## src/rtl/afhc_pkg.sv

```systemverilog
// Shared types, codes and constants of the autofocus search sequencer.
// No dependencies; every other file imports this package.
`default_nettype none

package afhc_pkg;

  // Search phase
  typedef enum logic [2:0] {
    PH_IDLE,
    PH_COARSE,
    PH_FINE,
    PH_EXTRA,
    PH_CLIMB
  } phase_t;

  // Input item kinds
  localparam logic [1:0] MODE_FULL   = 2'd0;
  localparam logic [1:0] MODE_NEAR   = 2'd1;
  localparam logic [1:0] MODE_REPORT = 2'd2;

  // Result actions
  localparam logic [1:0] ACT_MOVE  = 2'd0;
  localparam logic [1:0] ACT_FINAL = 2'd1;
  localparam logic [1:0] ACT_END   = 2'd2;
  localparam logic [1:0] ACT_ABORT = 2'd3;

  // Climb point awaited from the next report
  localparam logic [1:0] PT_CENTER = 2'd0;
  localparam logic [1:0] PT_LOW    = 2'd1;
  localparam logic [1:0] PT_HIGH   = 2'd2;

  // Climb decision
  localparam logic [1:0] DIR_END   = 2'd0;
  localparam logic [1:0] DIR_LOW   = 2'd1;
  localparam logic [1:0] DIR_HIGH  = 2'd2;
  localparam logic [1:0] DIR_HALVE = 2'd3;

  // Configuration register indexes
  localparam logic REG_MIN_POSITION = 1'b0;
  localparam logic REG_MAX_POSITION = 1'b1;

  localparam logic [15:0] MIN_POSITION_RESET = 16'd0;
  localparam logic [15:0] MAX_POSITION_RESET = 16'd10000;

  // Climb distance below which the search finishes
  localparam int MIN_DISTANCE = 10;

  // Constant division by reciprocal: q = (a * ceil(2^S / d)) >> S,
  // exact for a < 2^16 and d <= 15.
  localparam int RECIP_SHIFT = 21;
  typedef logic [21:0] recip_t;
  localparam recip_t RECIP_FIFTH = recip_t'(((2 ** RECIP_SHIFT) + 4) / 5);
  localparam recip_t RECIP_THIRD = recip_t'(((2 ** RECIP_SHIFT) + 2) / 3);

  typedef logic signed [17:0] pos_t;
  typedef logic signed [16:0] step_t;
  typedef logic [31:0]        metric_t;

  // Range-derived values, refreshed on every configuration write
  typedef struct packed {
    logic [15:0] min_pos;
    logic [15:0] max_pos;
    step_t       coarse_div;  // range / COARSE_STEPS
    step_t       clamp;       // range / 5
    step_t       near_dist;   // range / COARSE_STEPS / 16
  } cfg_t;

  typedef struct packed {
    logic [1:0] action;
    pos_t       target;
  } result_t;

  // Unsigned magnitude times reciprocal
  function automatic logic [15:0] recip_mul(logic [15:0] mag, recip_t recip);
    logic [37:0] prod;
    prod = {22'd0, mag} * {16'd0, recip};
    return prod[RECIP_SHIFT +: 16];
  endfunction

  // Signed division by a constant, truncating toward zero
  function automatic step_t sdiv_const(step_t v, recip_t recip);
    logic [16:0] mag;
    logic [15:0] q;
    mag = v[16] ? (17'd0 - v) : v;
    q   = recip_mul(mag[15:0], recip);
    return v[16] ? step_t'(17'd0 - {1'b0, q}) : step_t'({1'b0, q});
  endfunction

endpackage

`default_nettype wire

```

## src/rtl/afhc_cfg.sv

```systemverilog
// Range registers and the values derived from them by constant division.
// Depends on afhc_pkg.
`default_nettype none

module afhc_cfg import afhc_pkg::*; #(
  parameter int COARSE_STEPS = 10
) (
  input  wire logic        clk,
  input  wire logic        rst_n,
  input  wire logic        we,
  input  wire logic        index,
  input  wire logic [15:0] wdata,
  output cfg_t             cfg_o
);

  localparam recip_t RECIP_N =
    recip_t'(((2 ** RECIP_SHIFT) + COARSE_STEPS - 1) / COARSE_STEPS);

  logic [15:0] min_r, min_nxt;
  logic [15:0] max_r, max_nxt;
  step_t       span;
  step_t       cdiv;
  step_t       cdiv_mag;
  cfg_t        der_r, der_nxt;

  // Register writes, reset folded in so derived values track at once
  always_comb begin
    min_nxt = min_r;
    max_nxt = max_r;
    if (!rst_n) begin
      min_nxt = MIN_POSITION_RESET;
      max_nxt = MAX_POSITION_RESET;
    end else if (we) begin
      if (index == REG_MIN_POSITION) min_nxt = wdata;
      if (index == REG_MAX_POSITION) max_nxt = wdata;
    end
  end

  // Derived range values
  always_comb begin
    span     = step_t'({1'b0, max_nxt}) - step_t'({1'b0, min_nxt});
    cdiv     = sdiv_const(span, RECIP_N);
    cdiv_mag = cdiv[16] ? (17'sd0 - cdiv) : cdiv;
    der_nxt.min_pos    = min_nxt;
    der_nxt.max_pos    = max_nxt;
    der_nxt.coarse_div = cdiv;
    der_nxt.clamp      = sdiv_const(span, RECIP_FIFTH);
    der_nxt.near_dist  = cdiv[16] ? (17'sd0 - (cdiv_mag >>> 4)) : (cdiv >>> 4);
  end

  always_ff @(posedge clk) begin
    min_r <= min_nxt;
    max_r <= max_nxt;
    der_r <= der_nxt;
  end

  assign cfg_o = der_r;

endmodule

`default_nettype wire

```

## src/rtl/afhc_core.sv

```systemverilog
// Search state and the per-item step: scans, extra measurement, hill climb.
// Depends on afhc_pkg; takes derived range values from afhc_cfg.
`default_nettype none

module afhc_core import afhc_pkg::*; #(
  parameter int COARSE_STEPS = 10
) (
  input  wire logic        clk,
  input  wire logic        rst_n,
  input  wire cfg_t        cfg_i,
  input  wire logic        accept,
  input  wire logic [1:0]  mode,
  input  wire logic [15:0] cur_pos,
  input  wire metric_t     metric,
  input  wire logic        measure_ok,
  output logic             res_valid,
  output result_t          res
);

  localparam recip_t RECIP_N =
    recip_t'(((2 ** RECIP_SHIFT) + COARSE_STEPS - 1) / COARSE_STEPS);
  localparam logic [3:0]        LAST_IDX = 4'(COARSE_STEPS - 1);
  localparam logic signed [4:0] HALF_S   = 5'(COARSE_STEPS / 2);
  localparam logic signed [4:0] LAST_OFF = 5'(COARSE_STEPS - 1 - COARSE_STEPS / 2);

  phase_t      phase_r, phase_nxt;
  logic [3:0]  idx_r, idx_nxt;
  metric_t     best_m_r, best_m_nxt;
  pos_t        best_p_r, best_p_nxt;
  step_t       cstep_r, cstep_nxt;
  step_t       fstep_r;
  step_t       fs3_r;
  pos_t        cen_p_r, cen_p_nxt;
  pos_t        low_p_r, low_p_nxt;
  pos_t        high_p_r, high_p_nxt;
  logic [13:0] dist_r, dist_nxt;
  metric_t     low_m_r, low_m_nxt;
  metric_t     cen_m_r, cen_m_nxt;
  metric_t     high_m_r, high_m_nxt;
  logic [1:0]  await_r, await_nxt;

  pos_t              min_s, max_s, clamp_s;
  logic signed [21:0] cmul, fmul_cur, fmul_next, fmul_last;
  logic signed [4:0] off_cur, off_next;
  pos_t              coarse_pos, fine_pos;
  logic              better;
  pos_t              scan_best_p;
  metric_t           scan_best_m;

  metric_t           m_l, m_c, m_h;
  logic [1:0]        dir;

  pos_t              en_pc, en_d, d_cl, en_low, en_high, sub_v, add_v;
  logic              en_final;

  // Scan arithmetic
  always_comb begin
    min_s     = pos_t'({2'b00, cfg_i.min_pos});
    max_s     = pos_t'({2'b00, cfg_i.max_pos});
    clamp_s   = pos_t'(cfg_i.clamp);
    cmul      = cstep_r * $signed({1'b0, idx_r});
    off_cur   = $signed({1'b0, idx_r}) - HALF_S;
    off_next  = off_cur - 5'sd1;
    fmul_cur  = fstep_r * off_cur;
    fmul_next = fstep_r * off_next;
    fmul_last = fstep_r * LAST_OFF;
    coarse_pos = min_s + pos_t'(cmul);
    fine_pos   = best_p_r + pos_t'(fmul_cur);
    better     = measure_ok && (metric > best_m_r);
  end

  // Metrics with this report folded in
  always_comb begin
    m_c = cen_m_r;
    m_l = low_m_r;
    m_h = high_m_r;
    case (await_r)
      PT_CENTER: m_c = metric;
      PT_LOW:    m_l = metric;
      default:   m_h = metric;
    endcase
  end

  // Three-point decision
  always_comb begin
    if (m_l == m_c && m_c == m_h)      dir = DIR_END;
    else if (m_l == m_c && m_c > m_h)  dir = DIR_LOW;
    else if (m_l < m_c && m_c == m_h)  dir = DIR_HIGH;
    else if (m_l < m_c && m_c > m_h)   dir = DIR_HALVE;
    else if (m_l > m_c && m_c >= m_h)  dir = DIR_LOW;
    else if (m_l <= m_c && m_c < m_h)  dir = DIR_HIGH;
    else if (m_l >= m_h)               dir = DIR_LOW;
    else                               dir = DIR_HIGH;
  end

  // Climb round entry: source of centre and distance
  always_comb begin
    en_pc = cen_p_r;
    en_d  = pos_t'({4'd0, dist_r});
    if (mode == MODE_NEAR) begin
      en_pc = pos_t'({2'b00, cur_pos});
      en_d  = pos_t'(cfg_i.near_dist);
    end else if (phase_r == PH_EXTRA) begin
      en_pc = best_p_r;
      en_d  = pos_t'(fs3_r);
    end else begin
      case (dir)
        DIR_LOW:  en_pc = low_p_r;
        DIR_HIGH: en_pc = high_p_r;
        DIR_HALVE: begin
          en_pc = cen_p_r;
          en_d  = pos_t'({5'd0, dist_r[13:1]});
        end
        default:  en_pc = cen_p_r;
      endcase
    end
    d_cl     = (en_d > clamp_s) ? clamp_s : en_d;
    en_final = d_cl < pos_t'(MIN_DISTANCE);
    sub_v    = en_pc - d_cl;
    add_v    = en_pc + d_cl;
    en_low   = (sub_v < min_s) ? min_s : sub_v;
    en_high  = (add_v > max_s) ? max_s : add_v;
  end

  // Step of one accepted item
  always_comb begin
    phase_nxt  = phase_r;
    idx_nxt    = idx_r;
    best_m_nxt = best_m_r;
    best_p_nxt = best_p_r;
    cstep_nxt  = cstep_r;
    cen_p_nxt  = cen_p_r;
    low_p_nxt  = low_p_r;
    high_p_nxt = high_p_r;
    dist_nxt   = dist_r;
    low_m_nxt  = low_m_r;
    cen_m_nxt  = cen_m_r;
    high_m_nxt = high_m_r;
    await_nxt  = await_r;
    res_valid  = 1'b0;
    res.action = ACT_MOVE;
    res.target = cen_p_r;
    scan_best_p = best_p_r;
    scan_best_m = best_m_r;

    if (accept) begin
      if (mode == MODE_FULL) begin
        cstep_nxt  = cfg_i.coarse_div;
        best_m_nxt = '0;
        best_p_nxt = '0;
        idx_nxt    = '0;
        phase_nxt  = PH_COARSE;
        res_valid  = 1'b1;
        res.target = min_s;
      end else if (mode == MODE_NEAR ||
                   (mode == MODE_REPORT && phase_r == PH_EXTRA)) begin
        // new climb from a fresh start
        low_m_nxt  = '0;
        cen_m_nxt  = '0;
        high_m_nxt = '0;
        res_valid  = 1'b1;
        if (en_final) begin
          res.action = ACT_FINAL;
          res.target = en_pc;
          phase_nxt  = PH_IDLE;
        end else begin
          cen_p_nxt  = en_pc;
          dist_nxt   = d_cl[13:0];
          low_p_nxt  = en_low;
          high_p_nxt = en_high;
          phase_nxt  = PH_CLIMB;
          await_nxt  = PT_CENTER;
          res.target = en_pc;
        end
      end else if (mode == MODE_REPORT) begin
        case (phase_r)
          PH_COARSE: begin
            res_valid = 1'b1;
            if (better) begin
              scan_best_m = metric;
              scan_best_p = coarse_pos;
            end
            best_m_nxt = scan_best_m;
            best_p_nxt = scan_best_p;
            if (idx_r == LAST_IDX) begin
              phase_nxt  = PH_FINE;
              res.target = scan_best_p + pos_t'(fmul_last);
            end else begin
              idx_nxt    = idx_r + 4'd1;
              res.target = coarse_pos + pos_t'(cstep_r);
            end
          end
          PH_FINE: begin
            res_valid = 1'b1;
            if (better) begin
              scan_best_m = metric;
              scan_best_p = fine_pos;
            end
            best_m_nxt = scan_best_m;
            best_p_nxt = scan_best_p;
            if (idx_r == 4'd0) begin
              phase_nxt  = PH_EXTRA;
              res.target = scan_best_p;
            end else begin
              idx_nxt    = idx_r - 4'd1;
              res.target = scan_best_p + pos_t'(fmul_next);
            end
          end
          PH_CLIMB: begin
            res_valid = 1'b1;
            if (!measure_ok) begin
              res.action = ACT_ABORT;
              phase_nxt  = PH_IDLE;
            end else begin
              cen_m_nxt  = m_c;
              low_m_nxt  = m_l;
              high_m_nxt = m_h;
              if (await_r == PT_CENTER && m_l == '0) begin
                await_nxt  = PT_LOW;
                res.target = low_p_r;
              end else if ((await_r == PT_CENTER || await_r == PT_LOW) &&
                           m_h == '0) begin
                await_nxt  = PT_HIGH;
                res.target = high_p_r;
              end else if (dir == DIR_END ||
                           (dir == DIR_LOW && low_p_r == cen_p_r) ||
                           (dir == DIR_HIGH && high_p_r == cen_p_r)) begin
                res.action = ACT_END;
                phase_nxt  = PH_IDLE;
              end else begin
                // move or halve, then enter the next round
                case (dir)
                  DIR_LOW: begin
                    cen_m_nxt = m_l;
                    low_m_nxt = '0;
                  end
                  DIR_HIGH: begin
                    cen_m_nxt  = m_h;
                    high_m_nxt = '0;
                  end
                  default: begin
                    low_m_nxt  = '0;
                    high_m_nxt = '0;
                  end
                endcase
                if (en_final) begin
                  res.action = ACT_FINAL;
                  res.target = en_pc;
                  phase_nxt  = PH_IDLE;
                end else begin
                  cen_p_nxt  = en_pc;
                  dist_nxt   = d_cl[13:0];
                  low_p_nxt  = en_low;
                  high_p_nxt = en_high;
                  // a cleared side always exists here
                  if (cen_m_nxt == '0) begin
                    await_nxt  = PT_CENTER;
                    res.target = en_pc;
                  end else if (low_m_nxt == '0) begin
                    await_nxt  = PT_LOW;
                    res.target = en_low;
                  end else begin
                    await_nxt  = PT_HIGH;
                    res.target = en_high;
                  end
                end
              end
            end
          end
          default: res_valid = 1'b0;
        endcase
      end
    end
  end

  // State registers; fine step and climb start distance follow coarse step
  always_ff @(posedge clk) begin
    if (!rst_n) begin
      phase_r  <= PH_IDLE;
      idx_r    <= '0;
      best_m_r <= '0;
      best_p_r <= '0;
      cstep_r  <= '0;
      fstep_r  <= '0;
      fs3_r    <= '0;
      cen_p_r  <= '0;
      low_p_r  <= '0;
      high_p_r <= '0;
      dist_r   <= '0;
      low_m_r  <= '0;
      cen_m_r  <= '0;
      high_m_r <= '0;
      await_r  <= PT_CENTER;
    end else begin
      phase_r  <= phase_nxt;
      idx_r    <= idx_nxt;
      best_m_r <= best_m_nxt;
      best_p_r <= best_p_nxt;
      cstep_r  <= cstep_nxt;
      fstep_r  <= sdiv_const(cstep_r <<< 1, RECIP_N);
      fs3_r    <= sdiv_const(fstep_r, RECIP_THIRD);
      cen_p_r  <= cen_p_nxt;
      low_p_r  <= low_p_nxt;
      high_p_r <= high_p_nxt;
      dist_r   <= dist_nxt;
      low_m_r  <= low_m_nxt;
      cen_m_r  <= cen_m_nxt;
      high_m_r <= high_m_nxt;
      await_r  <= await_nxt;
    end
  end

endmodule

`default_nettype wire

```

## src/rtl/afhc_obuf.sv

```systemverilog
// Two-entry result buffer between the step logic and the output channel.
// Depends on afhc_pkg.
`default_nettype none

module afhc_obuf import afhc_pkg::*; (
  input  wire logic    clk,
  input  wire logic    rst_n,
  input  wire logic    push,
  input  wire result_t push_data,
  output logic         not_full,
  output logic         out_valid,
  input  wire logic    out_ready,
  output result_t      out_data
);

  logic [1:0] cnt_r, cnt_nxt;
  logic       rd_ptr_r, rd_ptr_nxt;
  logic       wr_ptr;
  logic       pop;
  result_t    ent_r [2];

  always_comb begin
    out_valid  = cnt_r != 2'd0;
    not_full   = cnt_r != 2'd2;
    pop        = out_valid && out_ready;
    wr_ptr     = rd_ptr_r ^ cnt_r[0];
    cnt_nxt    = cnt_r + {1'b0, push} - {1'b0, pop};
    rd_ptr_nxt = rd_ptr_r ^ pop;
    out_data   = ent_r[rd_ptr_r];
  end

  always_ff @(posedge clk) begin
    if (!rst_n) begin
      cnt_r    <= '0;
      rd_ptr_r <= 1'b0;
    end else begin
      cnt_r    <= cnt_nxt;
      rd_ptr_r <= rd_ptr_nxt;
    end
  end

  // Entry storage
  always_ff @(posedge clk) begin
    if (push) ent_r[wr_ptr] <= push_data;
  end

endmodule

`default_nettype wire

```

## src/rtl/autofocus_hill_climb_sequencer.sv

```systemverilog
// Top level of the autofocus search sequencer: range registers, step logic
// and result buffer. Depends on afhc_pkg, afhc_cfg, afhc_core, afhc_obuf.
//
//  Channel  Direction  Content
//  in_      slave      start full / start near / measurement report
//  out_     master     move request, final move, ended in place, aborted
//  cfg_     write      min_position (index 0), max_position (index 1)
//
// One item per cycle while in_tready is high: each accepted item is handled in the
// cycle it is taken, and its result (if any) is registered in the result buffer.
// A two-entry result buffer lets input continue while a result waits;
// in_tready drops only when both entries are occupied.
// Reset is synchronous on rst_n, clears the search to idle and restores
// the range to 0..10000. No clearing pass is needed.
`default_nettype none

module autofocus_hill_climb_sequencer import afhc_pkg::*; #(
  parameter int COARSE_STEPS = 10
) (
  input  wire logic        clk,
  input  wire logic        rst_n,
  // input channel
  input  wire logic        in_tvalid,
  output logic             in_tready,
  input  wire logic [47:0] in_tdata,   // current_position[15:0], metric[47:16]
  input  wire logic [2:0]  in_tuser,   // mode[1:0], measure_ok[2]
  // result channel
  output logic             out_tvalid,
  input  wire logic        out_tready,
  output logic [23:0]      out_tdata,  // target_position[17:0], zero[23:18]
  output logic [1:0]       out_tuser,  // action[1:0]
  // configuration
  input  wire logic        cfg_we,
  input  wire logic        cfg_index,
  input  wire logic [15:0] cfg_wdata
);

  cfg_t    cfg;
  logic    accept;
  logic    res_valid;
  result_t res;
  result_t out_res;

  assign accept = in_tvalid && in_tready;

  afhc_cfg #(
    .COARSE_STEPS (COARSE_STEPS)
  ) u_cfg (
    .clk   (clk),
    .rst_n (rst_n),
    .we    (cfg_we),
    .index (cfg_index),
    .wdata (cfg_wdata),
    .cfg_o (cfg)
  );

  afhc_core #(
    .COARSE_STEPS (COARSE_STEPS)
  ) u_core (
    .clk        (clk),
    .rst_n      (rst_n),
    .cfg_i      (cfg),
    .accept     (accept),
    .mode       (in_tuser[1:0]),
    .cur_pos    (in_tdata[15:0]),
    .metric     (in_tdata[47:16]),
    .measure_ok (in_tuser[2]),
    .res_valid  (res_valid),
    .res        (res)
  );

  afhc_obuf u_obuf (
    .clk       (clk),
    .rst_n     (rst_n),
    .push      (res_valid),
    .push_data (res),
    .not_full  (in_tready),
    .out_valid (out_tvalid),
    .out_ready (out_tready),
    .out_data  (out_res)
  );

  assign out_tdata = {6'd0, out_res.target};
  assign out_tuser = out_res.action;

endmodule

`default_nettype wire
```

## config.mk

```make
export PLATFORM = sky130hd
export DESIGN_NAME = autofocus_hill_climb_sequencer
export DESIGN_NICKNAME = d
export VERILOG_FILES = /design/src/rtl/afhc_pkg.sv /design/src/rtl/afhc_cfg.sv /design/src/rtl/afhc_core.sv /design/src/rtl/afhc_obuf.sv /design/src/rtl/autofocus_hill_climb_sequencer.sv
export SDC_FILE = /design/constraint.sdc
export NUM_CORES = 2
export LEC_CHECK = 0
export BUFFER_PORTS_ARGS = -buffer_cell sky130_fd_sc_hd__buf_2
export CAP_MARGIN = 20
export CORE_MARGIN = 1.5
export CORE_UTILIZATION = 45
export DETAILED_ROUTE_END_ITERATION = 16
export GPL_TIMING_DRIVEN = 0
export PLACE_DENSITY_LB_ADDON = 0.3
export SLEW_MARGIN = 0
export SYNTH_ARGS = -nofsm -noshare
export SYNTH_HDL_FRONTEND = slang
export SYNTH_SLANG_ARGS = --single-unit
```

## constraint.sdc

```tcl
create_clock -name clk -period 12.9 [get_ports clk]
set_input_delay 0.645 -clock clk [delete_from_list [all_inputs] [get_ports clk]]
set_output_delay 0.645 -clock clk [all_outputs]
set_load 0.005 [all_outputs]
```

**Word level (Yosys, flattened, before mapping)**

Memories as Yosys holds them, arrays and structs flattened. A register that Yosys moved wholly into a read port is not among the register bits.
Cells that the tools add are included.

- Memory bits (writable): 40
- Logic and storage cells: 338
- Register bits after elaboration: 351
- Memories kept: 1
- Bits of input ports: 73

Memories:

| memory | depth | bits a word | read ports | clocked after Yosys merged registers in | wr ports | RTL line | RTL |
|---|---|---|---|---|---|---|---|
| u_obuf.ent_r | 2 | 20 | 1 | 1 | 1 | afhc_obuf.sv:20 | `result_t ent_r [2];` |

- $add $sub $neg: 23
- Bitwise operators: 3
- Mux-type cells: 187
- Multiply operators: 7
- Reduce and logical (&&, ||, !) cells: 49
- Eq/ne operators: 30
- $lt $le $gt $ge: 12

Operators with widths:

| cell | number |
|---|---|
| two-way mux 32 bit | 49 |
| two-way mux 18 bit | 56 |
| two-way mux 16 bit | 9 |
| two-way mux 14 bit | 10 |
| zero test 32 bit | 4 |
| > comparator 32 bit | 3 |
| case mux 18 bit (2 select lines) | 2 |
| equality test 32 bit | 2 |
| >= comparator 32 bit | 2 |
| < comparator 32 bit | 2 |
| multiplier 16 x 16 -> 32 bit (second input constant) | 2 |
| case mux 32 bit (2 select lines) | 1 |
| two-way mux 20 bit | 3 |
| adder 18 bit | 3 |
| case mux 18 bit (3 select lines) | 1 |
| two-way mux 2 bit | 24 |
| subtractor 1 x 16 -> 16 bit (first input constant) | 3 |
| subtractor 1 x 13 -> 14 bit (first input constant) | 3 |
| equality test 18 bit | 2 |
| multiplier 14 x 5 -> 18 bit | 2 |
| multiplier 16 x 20 -> 36 bit (second input constant) | 1 |
| multiplier 16 x 19 -> 35 bit (second input constant) | 1 |
| two-way mux 17 bit | 2 |
| two-way mux 3 bit | 11 |
| 56 further kinds | 113 |

**Logic depth before layout (Yosys ltp)**

- Depth in word-level cells: 37
- Depth in mapped cells: 64
- Depth with buffers taken out: 57

**Modules after synthesis**

A second synthesis with hierarchy kept.

- Cell total of the unflattened synthesis: 6709
- Area total of the unflattened synthesis: 56600.5 µm²

By module, submodules not included:

| module | sequential area each (µm²) | times used | area each (µm²) | cells each |
|---|---|---|---|---|
| afhc_core | 5405.2 | 1 | 41403.5 | 5133 |
| afhc_cfg | 1501.4 | 1 | 13486.7 | 1485 |
| afhc_obuf | 1281.2 | 1 | 1655.3 | 83 |
| autofocus_hill_climb_sequencer | 0.0 | 1 | 55.1 | 8 |

**Least setup slack after synthesis**

No wires, ideal clock.

- Path kind: input-to-reg
- From: input port cfg_index
- To: register u_cfg.der_r (netlist bit u_cfg.cfg_o[6])
- Required time: 12.773 ns
- Path buffers: 6
- Stages: 52
- Setup time: 0.127 ns
- Data arrival time: 12.484 ns
- Slack: 0.289 ns
- Cell sequence: nand2b_1 clkbuf_1 clkbuf_1 mux2i_1 nor2_1 ha_1 inv_1 fa_1 a211oi_2 o211ai_2 or3b_1 a31oi_1 o21ai_0 nor2b_1 clkbuf_1 clkbuf_1 clkbuf_1 clkbuf_1 (+16 left out) o22ai_1 a21o_2 ha_1 nand2b_1 or2_2 mux2i_1 nor4_1 o21ai_1 xnor2_1 nor3_1 nor2_1 xnor2_1 ha_1 nand2_1 nor4_1 o211ai_1 a21oi_1 xnor2_1

RTL lines:

| item | RTL line | RTL |
|---|---|---|
| from (decl) | autofocus_hill_climb_sequencer.sv:34 | `input wire logic cfg_index,` |
| to (signal assigned) | afhc_cfg.sv:54 | `der_r <= der_nxt;` |
| to (decl) | afhc_cfg.sv:24 | `cfg_t der_r, der_nxt;` |

==> impl_metrics.env <==
export IMPL_status="complete, no violations"
export IMPL_initial_core_util_pct=45.3
export IMPL_ys_warnings_count=0
export IMPL_grt_pass1_wl_um=329000
export IMPL_grt_usage_pct=35.1
export IMPL_die_w_um=356
export IMPL_async_flop_share_pct=0
export IMPL_hold_class="primary input to flop"
export IMPL_cp_end_kind="flop"
export IMPL_fin_crit_sh_pct=98.8
export IMPL_crit_required_ps=13330
export IMPL_port_buffers=93
export IMPL_dp_hpwl_um=189000
export IMPL_crit_path_frequent_cell="a21o_1"
export IMPL_worst_pin_slew_ps=1240
export IMPL_cts_max_level=2
export IMPL_crit_fanout=10
export IMPL_period_minus_slack_ps=12750
export IMPL_finalWirelength_um=226000
export IMPL_cp_slowest_cell="fa_2"
export IMPL_pre_cts_ws_ps=-4700
export IMPL_routed_via_density=5.98
export IMPL_slowest_delay_ps=610
export IMPL_dieHeight_um=356
export IMPL_design_die_area_sq_um=126000
export IMPL_worstSkewPairLatency_ps=680
export IMPL_synth_distinct_cells=106
export IMPL_syn2layout_area_growth_pct=10.3
export IMPL_fmax_mhz=78.4
export IMPL_cts_inserted_buffers=50
export IMPL_hold_ws_ps=284
export IMPL_wl_per_cell_um=26.5
export IMPL_ioPinCount=101
export IMPL_num_rows=129
export IMPL_synth_edf_count=40
export IMPL_dpl_cell_count=8394
export IMPL_cts_sinks=386
export IMPL_clock_skew_ps=50.7
export IMPL_final_hold_viol_count=0
export IMPL_place_congestion=1.07
export IMPL_fp_coreArea_sq_um=123000
export IMPL_drtAntennaViolNets=0
export IMPL_path_clk_slew_ps=70
export IMPL_syn_avg_cell_area_sq_um=8.46
export IMPL_grt_start_max_net_pins=21
export IMPL_drt_iter0_markers=5536
export IMPL_start_kind="flop"
export IMPL_netlist_instances=6616
export IMPL_critPathKind="flop to flop"
export IMPL_slew_viol_final=0
export IMPL_cts_tree="built"
export IMPL_grt_pass1_vias=49152
export IMPL_syn_area_sq_um=56000
export IMPL_clockRootBuffer="clkbuf_16"
export IMPL_cp_arrival_ps=13180
export IMPL_vias=50862
export IMPL_drive_gt1_share_pct=8.76
export IMPL_ys_ff_latch=386
export IMPL_synth_ff_type="dfxtp_1"
export IMPL_relSlewSlack_pct=17.5
export IMPL_setup_tns_final_ps=0
export IMPL_clock_path_buffers=3
export IMPL_ctsHoldBuffers=0
export IMPL_grt_overflow_total=0
export IMPL_cap_violations=0
export IMPL_ys_seq_area_share_pct=14.5
export IMPL_antenna_found_initial=13
export IMPL_nets=8235
export IMPL_fin_cells=8510
export IMPL_drc_errors=0
export IMPL_first_pass_iters=6
export IMPL_worst_slack_ps=152
export IMPL_finalSetupViolations=0
-- registers in the layout, summed over array words and instances, names as in the netlist, 16 cells and up, named ones only --
name and count:
u_core.high_m_r 32, u_core.low_p_r 18, u_core.cen_p_r 18, u_cfg.max_r 16, u_core.best_m_r 32, u_core.cen_m_r 32, u_core.best_p_r 18, u_cfg.cfg_o 43
u_obuf.ent_r 40, u_core.high_p_r 18, u_core.low_m_r 32, u_cfg.min_r 16, u_core.fs3_r 16
-- placed cells by master, fill, tap and decap left out, types with 19 or more instances in the layout --
cell type	instances
inv_1	893
ha_1	839
nor2_1	534
nand2_1	504
fa_1	481
a21oi_1	344
dfxtp_1	342
clkbuf_1	230
o21ai_0	214
xnor2_1	208
a22oi_1	160
nand3_1	119
mux2_2	119
and2_1	115
buf_2	110
a21o_1	99
xor2_1	88
mux2i_1	86
nand2b_1	86
nor2b_1	84
nor3_1	84
nand4_1	58
clkbuf_16	51
buf_4	51
a221o_1	50
a211oi_1	46
o211ai_1	44
nor4_1	40
edfxtp_1	40
o21a_1	37
o31ai_1	35
or3_1	34
a31oi_1	26
or2_2	25
and3_1	25
a221oi_1	22
conb_1	22
o21bai_1	20
o21ai_1	19
-- metrics by stage --
stage	utilization, %	area (sq um)
2_1_floorplan	-	56000
3_3_place_gp	47.4	58500
3_5_place_dp	47.6	58800
4_1_cts	49.5	61200
5_1_grt	50.0	61700
6_report	50.0	61700
-- cell families (layout without fill, tap and decap cells) --
logic type / Yosys count / count (layout) / share of synthesized area, %
AND/OR/NAND/NOR: 1801 / 1801 / 15.4
AO/OA/AOI/OAI: 1345 / 1345 / 16.2
adder cells (fa/ha/maj): 1334 / 1334 / 36.3
buffers and inverters: 1196 / 1430 / 8.11
flip-flops: 386 / 386 / 14.5
XOR/XNOR: 313 / 313 / 4.93
multiplexers: 239 / 239 / 4.55
other: 2 / 25 / 0.0134
-- worst max-delay path: cells and delay by family, from the launching register on --
kind | cells | cell delay, ps
compound gates | 34 | 6440
fa+ha+maj | 8 | 2700
buf+inv | 7 | 1130
simple gates | 7 | 1010
mux | 3 | 800
flops | 1 | 400
-- synth_stat cells (all sizes together) (26+ instances only) --
library cell | number | area [sq um]
o31ai | 37 | 278
buf | 45 | 213
a31oi | 30 | 188
or3 | 36 | 235
clkbuf | 255 | 960
and2 | 115 | 719
fa | 483 | 9670
a221o | 50 | 500
nor2b | 85 | 532
nor3 | 92 | 475
mux2 | 121 | 1370
nand4 | 58 | 363
a22oi | 161 | 1210
a21oi | 359 | 1800
o21ai | 243 | 1220
xor2 | 91 | 797
o21a | 37 | 278
or2 | 26 | 163
edfxtp | 40 | 1200
nor2 | 537 | 2020
inv | 895 | 3360
xnor2 | 221 | 1940
nand2 | 507 | 1910
ha | 849 | 10600
nand2b | 87 | 544
a211oi | 51 | 388
nand3 | 121 | 631
dfxtp | 346 | 6930
mux2i | 118 | 1180
nor4 | 45 | 288
a21o | 100 | 752
o211ai | 46 | 355
-- final timing paths --
path | slack (ps) | start | to | depth (start not counted)
setup / recovery | 150 | u_core.await_r[0]$_SDFFE_PN0P_ | u_obuf.ent_r[1][13]$_DFFE_PP_ | 59
setup reg to reg | 150 | u_core.await_r[0]$_SDFFE_PN0P_ | u_obuf.ent_r[1][13]$_DFFE_PP_ | 59
hold reg to reg | 430 | u_cfg.cfg_o[43]$_DFF_P_ | u_core.cstep_r[9]$_SDFFE_PN0P_ | 2
hold / removal | 280 | cfg_wdata[7] | u_cfg.max_r[7]$_DFF_P_ | 3
-- metal layers --
metal | vias up | track usage [%] | part of all wire (%)
met1 | 25214 | 50.6 | 45
li1 | 23099 | - | -
met2 | 2179 | 51.5 | 41
met5 | - | 0.717 | 0.065
met4 | 6 | 10.9 | 3.7
met3 | 364 | 8.19 | 10
-- what timing repair did --
item                                    4_1_cts  5_1_grt
cloned                                        0        1
gates resized for setup                     173      124
pin swaps                                    10       25
endpoints found under the setup margin      115       72
setup buffers                                10       16
-- area by class of cell --
type / instances / area (sq um)
clock buffer: 59 / 1330
timing repair buffer: 150 / 925
buffer: 292 / 1350
fill: 12113 / 61700
sequential: 386 / 8130
clock inverter: 33 / 312
multi-input combinational: 5054 / 44300
tap: 1637 / 2050
antenna: 3 / 7.51
inverter: 896 / 3370
Power is not shown: default switching activity piles up to over one toggle a cycle in this logic, so the estimate is an artifact.
